## config.mk

```make
export PLATFORM = sky130hd
export DESIGN_NAME = engate_core
export DESIGN_NICKNAME = d
export VERILOG_FILES = /design/src/rtl/assert_macros.svh /design/src/rtl/engate_pkg.sv /design/src/rtl/engate_smul.sv /design/src/rtl/engate_core.sv
export SDC_FILE = /design/constraint.sdc
export NUM_CORES = 1
export LEC_CHECK = 0
export BUFFER_PORTS_ARGS = -buffer_cell sky130_fd_sc_hd__buf_2
export CELL_PAD_IN_SITES_DETAIL_PLACEMENT = 1
export CELL_PAD_IN_SITES_GLOBAL_PLACEMENT = 1
export CORE_ASPECT_RATIO = 1.1
export CORE_MARGIN = 2
export CORE_UTILIZATION = 46
export DETAILED_ROUTE_END_ITERATION = 16
export PLACE_DENSITY = 0.84
export SLEW_MARGIN = 25
export SYNTH_ARGS = -nofsm -noshare
export SYNTH_HDL_FRONTEND = slang
export SYNTH_SLANG_ARGS = --single-unit
```

## constraint.sdc

```tcl
create_clock -name i_clk -period 19.96 [get_ports i_clk]
set_input_delay 0 -clock i_clk [delete_from_list [all_inputs] [get_ports i_clk]]
set_output_delay 0 -clock i_clk [all_outputs]
set_load 0.1 [all_outputs]
```

## src/rtl/assert_macros.svh

```systemverilog
// Assertion macros used by the gate top level.
`ifndef ASSERT_MACROS_SVH
`define ASSERT_MACROS_SVH

// Combinational implication checked at every clock edge outside reset.
`define ENG_ASSERT(lbl, prop, msg) \
    lbl: assert property (@(posedge i_clk) disable iff (!i_rst_n) (prop)) else $error(msg);

// Condition in one cycle implies a condition in the next cycle.
`define ENG_ASSERT_NEXT(lbl, pre, post, msg) \
    lbl: assert property (@(posedge i_clk) disable iff (!i_rst_n) (pre) |=> (post)) \
        else $error(msg);

`endif

```

## src/rtl/engate_pkg.sv

```systemverilog
// Types, constants and register map of the envelope noise gate.
package engate_pkg;

    localparam int SAMPLE_BITS_DEF = 16;

    // Q16 arithmetic: serial units walk over Q_STEPS multiplier bits
    localparam int Q_FRAC  = 16;
    localparam int Q_STEPS = Q_FRAC + 1;
    localparam logic [Q_STEPS-1:0] Q_ONE = {1'b1, {Q_FRAC{1'b0}}};

    localparam int CFG_IDX_W  = 3;
    localparam int CFG_DATA_W = 17;
    localparam int THR_W      = 16;
    localparam int COEF_W     = 16;

    typedef enum logic [CFG_IDX_W-1:0] {
        IDX_GATE_THRESHOLD = 3'd0,
        IDX_ATTACK_COEF    = 3'd1,
        IDX_RELEASE_COEF   = 3'd2,
        IDX_ATTEN_GAIN     = 3'd3,
        IDX_WET_MIX        = 3'd4,
        IDX_STEREO_MODE    = 3'd5
    } t_cfg_idx;

    typedef struct packed {
        logic [THR_W-1:0]   gate_threshold;
        logic [COEF_W-1:0]  attack_coef;
        logic [COEF_W-1:0]  release_coef;
        logic [Q_STEPS-1:0] atten_gain;
        logic [Q_STEPS-1:0] wet_mix;
        logic               stereo_mode;
    } t_cfg;

    localparam t_cfg CFG_RESET = '{
        gate_threshold: 16'd1036,
        attack_coef:    16'd65000,
        release_coef:   16'd65530,
        atten_gain:     17'd0,
        wet_mix:        17'd65536,
        stereo_mode:    1'b1
    };

    typedef enum logic [2:0] {
        ST_IDLE,
        ST_PREP,
        ST_ENV,
        ST_SCALE,
        ST_DONE
    } t_state;

endpackage

```

## src/rtl/engate_smul.sv

```systemverilog
// Bit-serial shift-add unit: floor((a0*b0 + a1*b1) / 2^16), one multiplier bit a cycle.
module engate_smul import engate_pkg::*; #(
    parameter int A_W = SAMPLE_BITS_DEF + 1
) (
    input  logic                  i_clk,
    input  logic                  i_rst_n,
    input  logic                  i_start,
    input  logic signed [A_W-1:0] i_a0,
    input  logic signed [A_W-1:0] i_a1,
    input  logic [Q_STEPS-1:0]    i_b0,
    input  logic [Q_STEPS-1:0]    i_b1,
    output logic                  o_done,
    output logic signed [A_W-1:0] o_res
);

    localparam int ACC_W = A_W + 2;
    localparam int CNT_W = $clog2(Q_STEPS);

    logic                    r_busy;
    logic                    r_done;
    logic [CNT_W-1:0]        r_cnt;
    logic signed [ACC_W-1:0] r_acc;
    logic signed [A_W-1:0]   r_a0;
    logic signed [A_W-1:0]   r_a1;
    logic [Q_STEPS-1:0]      r_b0;
    logic [Q_STEPS-1:0]      r_b1;

    logic signed [ACC_W-1:0] w_add0;
    logic signed [ACC_W-1:0] w_add1;
    logic signed [ACC_W-1:0] w_sum;
    logic                    w_last;

    assign w_add0 = r_b0[0] ? {{2{r_a0[A_W-1]}}, r_a0} : '0;
    assign w_add1 = r_b1[0] ? {{2{r_a1[A_W-1]}}, r_a1} : '0;
    assign w_sum  = r_acc + w_add0 + w_add1;
    assign w_last = (r_cnt == CNT_W'(Q_STEPS - 1));

    always_ff @(posedge i_clk) begin
        if (!i_rst_n) begin
            r_busy <= 1'b0;
            r_done <= 1'b0;
            r_cnt  <= '0;
        end else begin
            r_done <= 1'b0;
            if (i_start) begin
                r_busy <= 1'b1;
                r_cnt  <= '0;
            end else if (r_busy) begin
                r_cnt <= r_cnt + 1'b1;
                if (w_last) begin
                    r_busy <= 1'b0;
                    r_done <= 1'b1;
                end
            end
        end
    end

    // Low bits drop out as they settle; the top bit step keeps its weight.
    always_ff @(posedge i_clk) begin
        if (i_start) begin
            r_acc <= '0;
            r_a0  <= i_a0;
            r_a1  <= i_a1;
            r_b0  <= i_b0;
            r_b1  <= i_b1;
        end else if (r_busy) begin
            r_b0 <= r_b0 >> 1;
            r_b1 <= r_b1 >> 1;
            if (w_last) begin
                r_acc <= w_sum;
            end else begin
                r_acc <= w_sum >>> 1;
            end
        end
    end

    assign o_done = r_done;
    assign o_res  = $signed(r_acc[A_W-1:0]);

endmodule

```

## src/rtl/engate_core.sv

```systemverilog
// Gate sequencer: envelope update, gain and sample scaling on serial units.
module engate_core import engate_pkg::*; #(
    parameter int SAMPLE_BITS = SAMPLE_BITS_DEF
) (
    input  logic                          i_clk,
    input  logic                          i_rst_n,
    input  t_cfg                          i_cfg,
    input  logic                          i_in_valid,
    output logic                          o_in_ready,
    input  logic signed [SAMPLE_BITS-1:0] i_left,
    input  logic signed [SAMPLE_BITS-1:0] i_right,
    output logic                          o_res_valid,
    input  logic                          i_res_ready,
    output logic signed [SAMPLE_BITS-1:0] o_left,
    output logic signed [SAMPLE_BITS-1:0] o_right,
    output logic                          o_closed,
    output logic [SAMPLE_BITS-1:0]        o_env
);

    localparam int W     = SAMPLE_BITS;
    localparam int CMP_W = (W > THR_W) ? W : THR_W;
    localparam int GA_W  = Q_STEPS + 1;

    t_state r_state;
    t_state n_state;

    logic signed [W-1:0] r_left;
    logic signed [W-1:0] r_right;
    logic [W-1:0]        r_env;
    logic signed [W-1:0] r_out_left;
    logic signed [W-1:0] r_out_right;
    logic                r_closed;

    logic [W-1:0]         w_abs_l;
    logic [W-1:0]         w_abs_r;
    logic [W-1:0]         w_mag;
    logic [Q_STEPS-1:0]   w_coef;
    logic [Q_STEPS-1:0]   w_coef_rest;
    logic [Q_STEPS-1:0]   w_att;
    logic [Q_STEPS-1:0]   w_wet;
    logic [Q_STEPS-1:0]   w_gain;
    logic [W-1:0]         w_env_new;
    logic                 w_below;

    logic                 w_start_env;
    logic                 w_start_scale;

    logic                 w_env_done;
    logic                 w_gain_done;
    logic                 w_scl_l_done;
    logic                 w_scl_r_done;
    logic signed [W:0]    w_env_res;
    logic signed [GA_W-1:0] w_gain_res;
    logic signed [W-1:0]  w_scl_l_res;
    logic signed [W-1:0]  w_scl_r_res;
    logic                 w_stage1_done;
    logic                 w_stage2_done;

    // Magnitudes; the most negative sample wraps to 2^(W-1), which is exact.
    assign w_abs_l = r_left[W-1]  ? $unsigned(-r_left)  : $unsigned(r_left);
    assign w_abs_r = r_right[W-1] ? $unsigned(-r_right) : $unsigned(r_right);
    assign w_mag   = (w_abs_r > w_abs_l) ? w_abs_r : w_abs_l;

    assign w_coef      = (w_mag >= r_env) ? {1'b0, i_cfg.attack_coef}
                                          : {1'b0, i_cfg.release_coef};
    assign w_coef_rest = Q_ONE - w_coef;

    assign w_att  = (i_cfg.atten_gain > Q_ONE) ? Q_ONE : i_cfg.atten_gain;
    assign w_wet  = (i_cfg.wet_mix > Q_ONE) ? Q_ONE : i_cfg.wet_mix;
    assign w_gain = w_gain_res[Q_STEPS-1:0] + (Q_ONE - w_wet);

    assign w_env_new = w_env_res[W-1:0];
    assign w_below   = (CMP_W'(w_env_new) < CMP_W'(i_cfg.gate_threshold));

    assign w_stage1_done = w_env_done && w_gain_done;
    assign w_stage2_done = w_scl_l_done && w_scl_r_done;

    engate_smul #(.A_W(W + 1)) u_env (
        .i_clk   (i_clk),
        .i_rst_n (i_rst_n),
        .i_start (w_start_env),
        .i_a0    ($signed({1'b0, r_env})),
        .i_a1    ($signed({1'b0, w_mag})),
        .i_b0    (w_coef),
        .i_b1    (w_coef_rest),
        .o_done  (w_env_done),
        .o_res   (w_env_res)
    );

    engate_smul #(.A_W(GA_W)) u_gain (
        .i_clk   (i_clk),
        .i_rst_n (i_rst_n),
        .i_start (w_start_env),
        .i_a0    ($signed({1'b0, w_att})),
        .i_a1    ('0),
        .i_b0    (w_wet),
        .i_b1    ('0),
        .o_done  (w_gain_done),
        .o_res   (w_gain_res)
    );

    engate_smul #(.A_W(W)) u_scl_l (
        .i_clk   (i_clk),
        .i_rst_n (i_rst_n),
        .i_start (w_start_scale),
        .i_a0    (r_left),
        .i_a1    ('0),
        .i_b0    (w_gain),
        .i_b1    ('0),
        .o_done  (w_scl_l_done),
        .o_res   (w_scl_l_res)
    );

    engate_smul #(.A_W(W)) u_scl_r (
        .i_clk   (i_clk),
        .i_rst_n (i_rst_n),
        .i_start (w_start_scale),
        .i_a0    (r_right),
        .i_a1    ('0),
        .i_b0    (w_gain),
        .i_b1    ('0),
        .o_done  (w_scl_r_done),
        .o_res   (w_scl_r_res)
    );

    always_comb begin
        n_state = r_state;
        unique case (r_state)
            ST_IDLE:  if (i_in_valid) n_state = ST_PREP;
            ST_PREP:  n_state = ST_ENV;
            ST_ENV:   if (w_stage1_done) n_state = w_below ? ST_SCALE : ST_DONE;
            ST_SCALE: if (w_stage2_done) n_state = ST_DONE;
            ST_DONE:  if (i_res_ready) n_state = ST_IDLE;
            default:  n_state = ST_IDLE;
        endcase
    end

    always_comb begin
        o_in_ready    = (r_state == ST_IDLE);
        o_res_valid   = (r_state == ST_DONE);
        w_start_env   = (r_state == ST_PREP);
        w_start_scale = (r_state == ST_ENV) && w_stage1_done && w_below;
    end

    always_ff @(posedge i_clk) begin
        if (!i_rst_n) begin
            r_state <= ST_IDLE;
            r_env   <= '0;
        end else begin
            r_state <= n_state;
            if (r_state == ST_ENV && w_stage1_done) begin
                r_env <= w_env_new;
            end
        end
    end

    always_ff @(posedge i_clk) begin
        if (r_state == ST_IDLE && i_in_valid) begin
            r_left  <= i_left;
            r_right <= i_cfg.stereo_mode ? i_right : '0;
        end
        if (r_state == ST_ENV && w_stage1_done) begin
            r_closed <= w_below;
            // open gate: samples go out as taken
            if (!w_below) begin
                r_out_left  <= r_left;
                r_out_right <= r_right;
            end
        end
        if (r_state == ST_SCALE && w_stage2_done) begin
            r_out_left  <= w_scl_l_res;
            r_out_right <= w_scl_r_res;
        end
    end

    assign o_left   = r_out_left;
    assign o_right  = r_out_right;
    assign o_closed = r_closed;
    assign o_env    = r_env;

endmodule

```

## After elaboration in Yosys (flattened, before gate mapping)

Cells that the tools add are included.

- Bits in registers: 353
- Output and inout bits: 51
- Input bits: 119

- Magnitude comparators: 5
- Reduce and logical (&&, ||, !) cells: 20
- Bitwise gates (word level): 5
- Muxes and demuxes: 52
- Add/sub/neg operators: 14
- Equality and inequality tests: 13

Operators by type and width:

| kind | number |
|---|---|
| 17-bit two-way mux | 14 |
| 16-bit two-way mux | 12 |
| 18-bit two-way mux | 3 |
| 18-bit adder | 2 |
| 17-bit greater-than comparator, second input constant | 2 |
| 16-bit negation | 2 |
| 20-bit by 18-bit adder with 20-bit output | 1 |
| 5-bit by 1-bit adder with 5-bit output, second input constant | 4 |
| 5-bit == test, second input constant | 4 |
| 19-bit by 17-bit adder with 19-bit output | 1 |
| 19-bit adder | 1 |
| 19-bit two-way mux | 1 |
| 17-bit adder | 1 |
| 17-bit by 16-bit subtractor with 17-bit output, first input constant | 1 |
| 17-bit subtractor, first input constant | 1 |
| 16-bit greater-or-equal comparator | 1 |
| 16-bit greater-than comparator | 1 |
| 16-bit less-than comparator | 1 |
| 1-bit two-way mux | 16 |
| 3-bit two-way mux | 5 |
| 3-bit one-hot mux with 5 select lines | 1 |
| 3-bit OR reduction | 4 |
| 2-bit nonzero test | 5 |
| 3-bit by 2-bit == test with 1-bit output, second input constant | 2 |
| other kinds (10) | 23 |

## Logic depth before layout (Yosys ltp)

- Depth in word-level cells: 8
- Gate-level depth with buffers: 31
- Mapped depth without buffers: 29

## Modules after synthesis

Synthesis repeated with hierarchy kept, for this count alone.

- Cells, all modules: 2,479
- Area total of the unflattened synthesis: 27,709.1 µm²

Modules (own cells, without submodules):

| module | instances | cells an instance | area an instance (µm²) | sequential area each (µm²) |
|---|---|---|---|---|
| engate_core | 1 | 747 | 7,059.3 | 2,332.2 |
| engate_smul (u_gain) | 1 | 474 | 5,495.3 | 2,642.5 |
| engate_smul (u_env) | 1 | 431 | 5,137.4 | 2,562.5 |
| engate_smul (u_scl_r) | 1 | 421 | 5,054.8 | 2,482.4 |
| engate_smul (u_scl_l) | 1 | 406 | 4,962.3 | 2,482.4 |

## Worst setup path after synthesis

OpenSTA, ideal clock, no wires.

- Path type: register -> register
- Start point: register r_right[0]
- End point: register u_env.r_b1[10], data pin
- Library setup time: 267 ps
- Cell stages (with the launch flop): 30
- Data arrival time: 6,183 ps
- Slack: 13,510 ps
- Path through: edfxtp_1 -> inv_1 -> ha_1 -> nand2_1 -> or3_1 -> nand2b_1 -> o41ai_1 -> xnor2_1 -> ha_1 -> nand4_1 -> nor4_1 -> clkbuf_1 -> a2111oi_0 -> a311oi_1 -> ha_1 -> a21oi_1 -> nand2_1 -> a221o_1 -> a21oi_1 -> nand2_2 -> buf_2 -> mux2i_1 -> ha_1 -> clkbuf_1 -> nand3_1 -> nor3_1 -> xor2_1 -> nor2_1 -> a21oi_1 -> o21ai_0

- Word-level cells in the longest chain between the ends: 8

RTL lines:

| what | RTL line | RTL |
|---|---|---|
| start, declared | engate_core.sv:28 | `logic signed [W-1:0] r_right;` |
| start signal, assigned | engate_core.sv:160 | `r_right <= i_cfg.stereo_mode ? i_right : '0;` |
| 16-bit negation | engate_core.sv:61 | `assign w_abs_r = r_right[W-1] ? $unsigned(-r_right) : $unsigned(r_right);` |
| 16-bit two-way mux * | engate_core.sv:61 |  |
| 16-bit greater-than comparator | engate_core.sv:62 | `assign w_mag = (w_abs_r > w_abs_l) ? w_abs_r : w_abs_l;` |
| 16-bit two-way mux * | engate_core.sv:62 |  |
| net u_env.i_a1[10] | engate_smul.sv:9 | `input logic signed [A_W-1:0] i_a1,` |
| 16-bit greater-or-equal comparator * | engate_core.sv:64 | `assign w_coef = (w_mag >= r_env) ? {1'b0, i_cfg.attack_coef}` |
| 16-bit two-way mux * | engate_core.sv:64 |  |
| 17-bit by 16-bit subtractor with 17-bit output * | engate_core.sv:66 | `assign w_coef_rest = Q_ONE - w_coef;` |
| 17-bit two-way mux * | engate_smul.sv:60 | `if (i_start) begin` |
| end signal, assigned | engate_smul.sv:65 | `r_b1 <= i_b1;` |
| end signal, assigned | engate_smul.sv:68 | `r_b1 <= r_b1 >> 1;` |
| end, declared | engate_smul.sv:26 | `logic [Q_STEPS-1:0] r_b1;` |

The timed path passes the listed nets; every way through them passes the cells marked *.
A chain may end at the register's enable or synchronous reset.

## Worst setup path after layout

Ends and elaborated chain as after synthesis.

==> flow_metrics.tcl <==
set metrics [dict create \
    status "complete, no violations" \
    root_buffer "clkbuf_16" \
    cts_tree "built" \
    cpMostUsedCell "ha_1" \
    min_path_cells 2 \
    maxCapViolCount 0 \
    ys_seq_elements 352 \
    slew_headroom_pct 32.1 \
    clk_latency_ns 0.58 \
    final_common_cell "nand2_1" \
    ys_async_sr_fraction_pct 0 \
    antenna_found_initial 3 \
    cts.reportedPaths.clkPinSlew_ns 0.07 \
    yosys_warnings 0 \
    detail-route-antenna-nets 0 \
    avgViaCountPerCell 6.04 \
    avgSynthCellArea_um2 9.64 \
    dr.pass1.iters 5 \
    met2_usage_pct 53.7 \
    start_util_pct 46.4 \
    min_to "r_right[7]" \
    syn_inst 2242 \
    cp-end-kind "flip-flop" \
    hold_start "i_cfg[0]" \
    hold_class "input pin to flip-flop" \
    crit_fanout 31 \
    wirelength_um 72500 \
    cp_data_arrival_time_ns 9.31 \
    grt_pass1_wl_um 113000 \
    power_mw 2.73 \
    skew_ns 0.0255 \
    die_h_um 231 \
    hold_violations 0 \
    drt_iter0_markers 1269 \
    whs_ns 0.0200 \
    overflow 0 \
    grt_use_total_pct 29.5 \
    core_um2 46500 \
    finalSetupViolCount 0 \
    detailed_place.area_um2 23000 \
    finish.instance_area_um2 25600 \
    power_density_nw_per_um2 107 \
    gr-usage-met1_pct 34.0 \
    grt_max_degree 106 \
    startpoint "r_right[0]" \
    drive_gt1_share_pct 12.4 \
    crit_path_start_kind "flip-flop" \
    dieArea_um2 48700 \
    r2r_slack_ns 10.92 \
    io_pins 170 \
    muxShareOfSynthArea_pct 4.11 \
    synthesis.nets 2538 \
    mostFrequentLayoutCells "nand2_1, edfxtp_1, buf_2, ha_1, nor2_1" \
    port_buffers 169 \
    fp-row-count 83 \
    synth_edf_count 230 \
    post_cts_buffers 0 \
    final_net_count 2792 \
    synthTopCellsByArea "edfxtp_1, dfxtp_1, ha_1, nand2_1, o21ai_0" \
    clock_sinks 352 \
    r2r-start "r_right[0]" \
    p_leak_nw 10.5 \
    max_freq_mhz 111 \
    yosysTopAreaCell "edfxtp_1" \
    finalWeightedCongestion 0.915 \
    drv_slew 0 \
    cts_buffers 39 \
    wl_per_cell_um 23.2 \
    slowest_stage "or4_1" \
    max_stage_delay_ns 0.87 \
    dr_total_vias 18900 \
    yosys.area_share.simple_pct 16.1 \
    worstMarginPinSlew_ns 1.02 \
    path_class "flip-flop to flip-flop" \
    final.min_clock_period_ns 9.04 \
    die_w_um 211 \
    final.setup.tns_ns 0 \
    grt_pass1_vias 20500 \
    ir_worst_vdd_v 0.0000720 \
    synth_top_family_by_area "compound AO/OA/AOI/OAI gates" \
    grt_use_met3_pct 4.27 \
    worstReg2RegEnd "u_env.r_b1[10]" \
    yosysUniqueCellTypes 76 \
    required_ns 20.23 \
    route.detailed.drc 0 \
    synth_compound_area_share_pct 16.3 \
    top_usage_layer "met2" \
    synth_top_area_share_pct 32.0 \
    h-tree-depth 2 \
    ys_seq_area_share_pct 43.3 \
    post-route-period-util_pct 45.3 \
    synth_xor_area_share_pct 5.47 \
    syn_area_um2 21600 \
    clockBufferDepth 3 \
    post-dp-hpwl_um 46900 \
    synth-adder-area-share_pct 11.0 \
    area_delta_synth_final_pct 18.2 \
    grt_setup_unrepaired "no" \
    synthFlopType "edfxtp_1" \
    reg2regPathDepth 27 \
]
## power breakdown
| part | switching [mW] | leakage (nW) | total [mW] | internal, mW |
|---|---|---|---|---|
| sequential | 0.0804 | 3.15 | 0.938 | 0.857 |
| combinational | 0.600 | 6.67 | 1.02 | 0.418 |
| clock | 0.317 | 0.654 | 0.772 | 0.455 |
| total | 0.997 | 10.5 | 2.73 | 1.73 |
## per-layer routing
metal,share of wire (%),wire (µm)
met5,0.0097,7
met1,40,28700
met3,4.6,3350
met2,52,37300
met4,4.3,3080
## cells in the mapped netlist (6+ instances only)
library cell / n
xor2_1: 60
nand3_1: 31
a21o_1: 34
or3_1: 10
o21a_1: 19
o211ai_1: 19
mux2_2: 37
nor2_1: 149
mux2i_1: 47
nor3_1: 37
clkbuf_1: 82
nand2b_1: 16
nor4_1: 18
edfxtp_1: 230
a21boi_0: 23
fa_1: 21
xnor2_1: 75
nand2_1: 312
a211oi_1: 49
a311oi_1: 15
inv_1: 126
or2_2: 11
and3_1: 10
buf_2: 6
and2_1: 70
o31ai_1: 15
nor2b_1: 30
o21bai_1: 7
a2111oi_0: 15
dfxtp_1: 122
nand4_1: 20
a21oi_1: 110
ha_1: 156
a31oi_1: 23
o21ai_0: 146
## how the worst max path moves through the flow
| stage | depth (start not counted) | slack (ns) | endpoint |
|---|---|---|---|
| detailed placement | 27 | 11.31 | u_env.r_b1[10] |
| CTS | 27 | 11.15 | u_env.r_b1[10] |
| global route | 27 | 10.44 | u_env.r_b1[10] |
| finish | 27 | 10.92 | u_env.r_b1[10] |
| global placement | 27 | 11.71 | u_env.r_b1[10] |
| floorplan | 29 | 13.51 | u_env.r_b1[10] |
## what timing repair did
item                      in CTS  in global routing
gates resized for setup        0                  0
hold endpoints to repair     110                  0
hold buffers                 118                  0
## critical path, delay by kind of cell (launching register included)
kind,cells,cell delay (ns)
AND/OR/NAND/NOR,11,3.75
adder cells (fa/ha/maj),4,1.30
multiplexers,1,0.39
XOR/XNOR,2,0.38
buffers and inverters,1,0.15
flip-flops,1,0.52
AO/OA/AOI/OAI,8,2.22
## logic make-up (layout without fill, tap and decap cells)
logic type | after synthesis | in the layout
simple gates | 740 | 740
compound gates | 533 | 533
flops | 352 | 352
buf+inv | 221 | 505
fa+ha+maj | 177 | 177
xor+xnor | 135 | 135
mux | 84 | 84
other cells | 0 | 3
## registers in the layout (all words and copies together), names as in the netlist, 17 cells and up
name / cells
u_scl_r.r_acc: 18
u_scl_l.r_b0: 17
u_env.r_b1: 17
u_env.r_acc: 19
u_scl_l.r_acc: 18
u_gain.r_a0: 17
u_gain.r_b0: 17
u_scl_r.r_b0: 17
u_gain.r_acc: 20
## metrics by stage
step           setup slack [ns]  utilization, %  std cells
2_1_floorplan             13.51               -       2242
5_1_grt                   10.44            54.9       3123
3_3_place_gp              11.71            49.5       2932
3_5_place_dp              11.31            49.5       2932
4_1_cts                   11.15            54.9       3121
6_report                  10.92            54.9       3124
## layout make-up
| class | count | area (µm²) |
|---|---|---|
| Tap cell | 595 | 744 |
| Multi-Input combinational cell | 1669 | 11500 |
| Inverter | 130 | 488 |
| Fill cell | 5200 | 21000 |
| Sequential cell | 352 | 9350 |
| Clock inverter | 13 | 168 |
| Clock buffer | 58 | 1160 |
| Timing Repair Buffer | 304 | 2150 |
| Antenna cell | 3 | 7.51 |
Power figures use the tool's default switching activity.
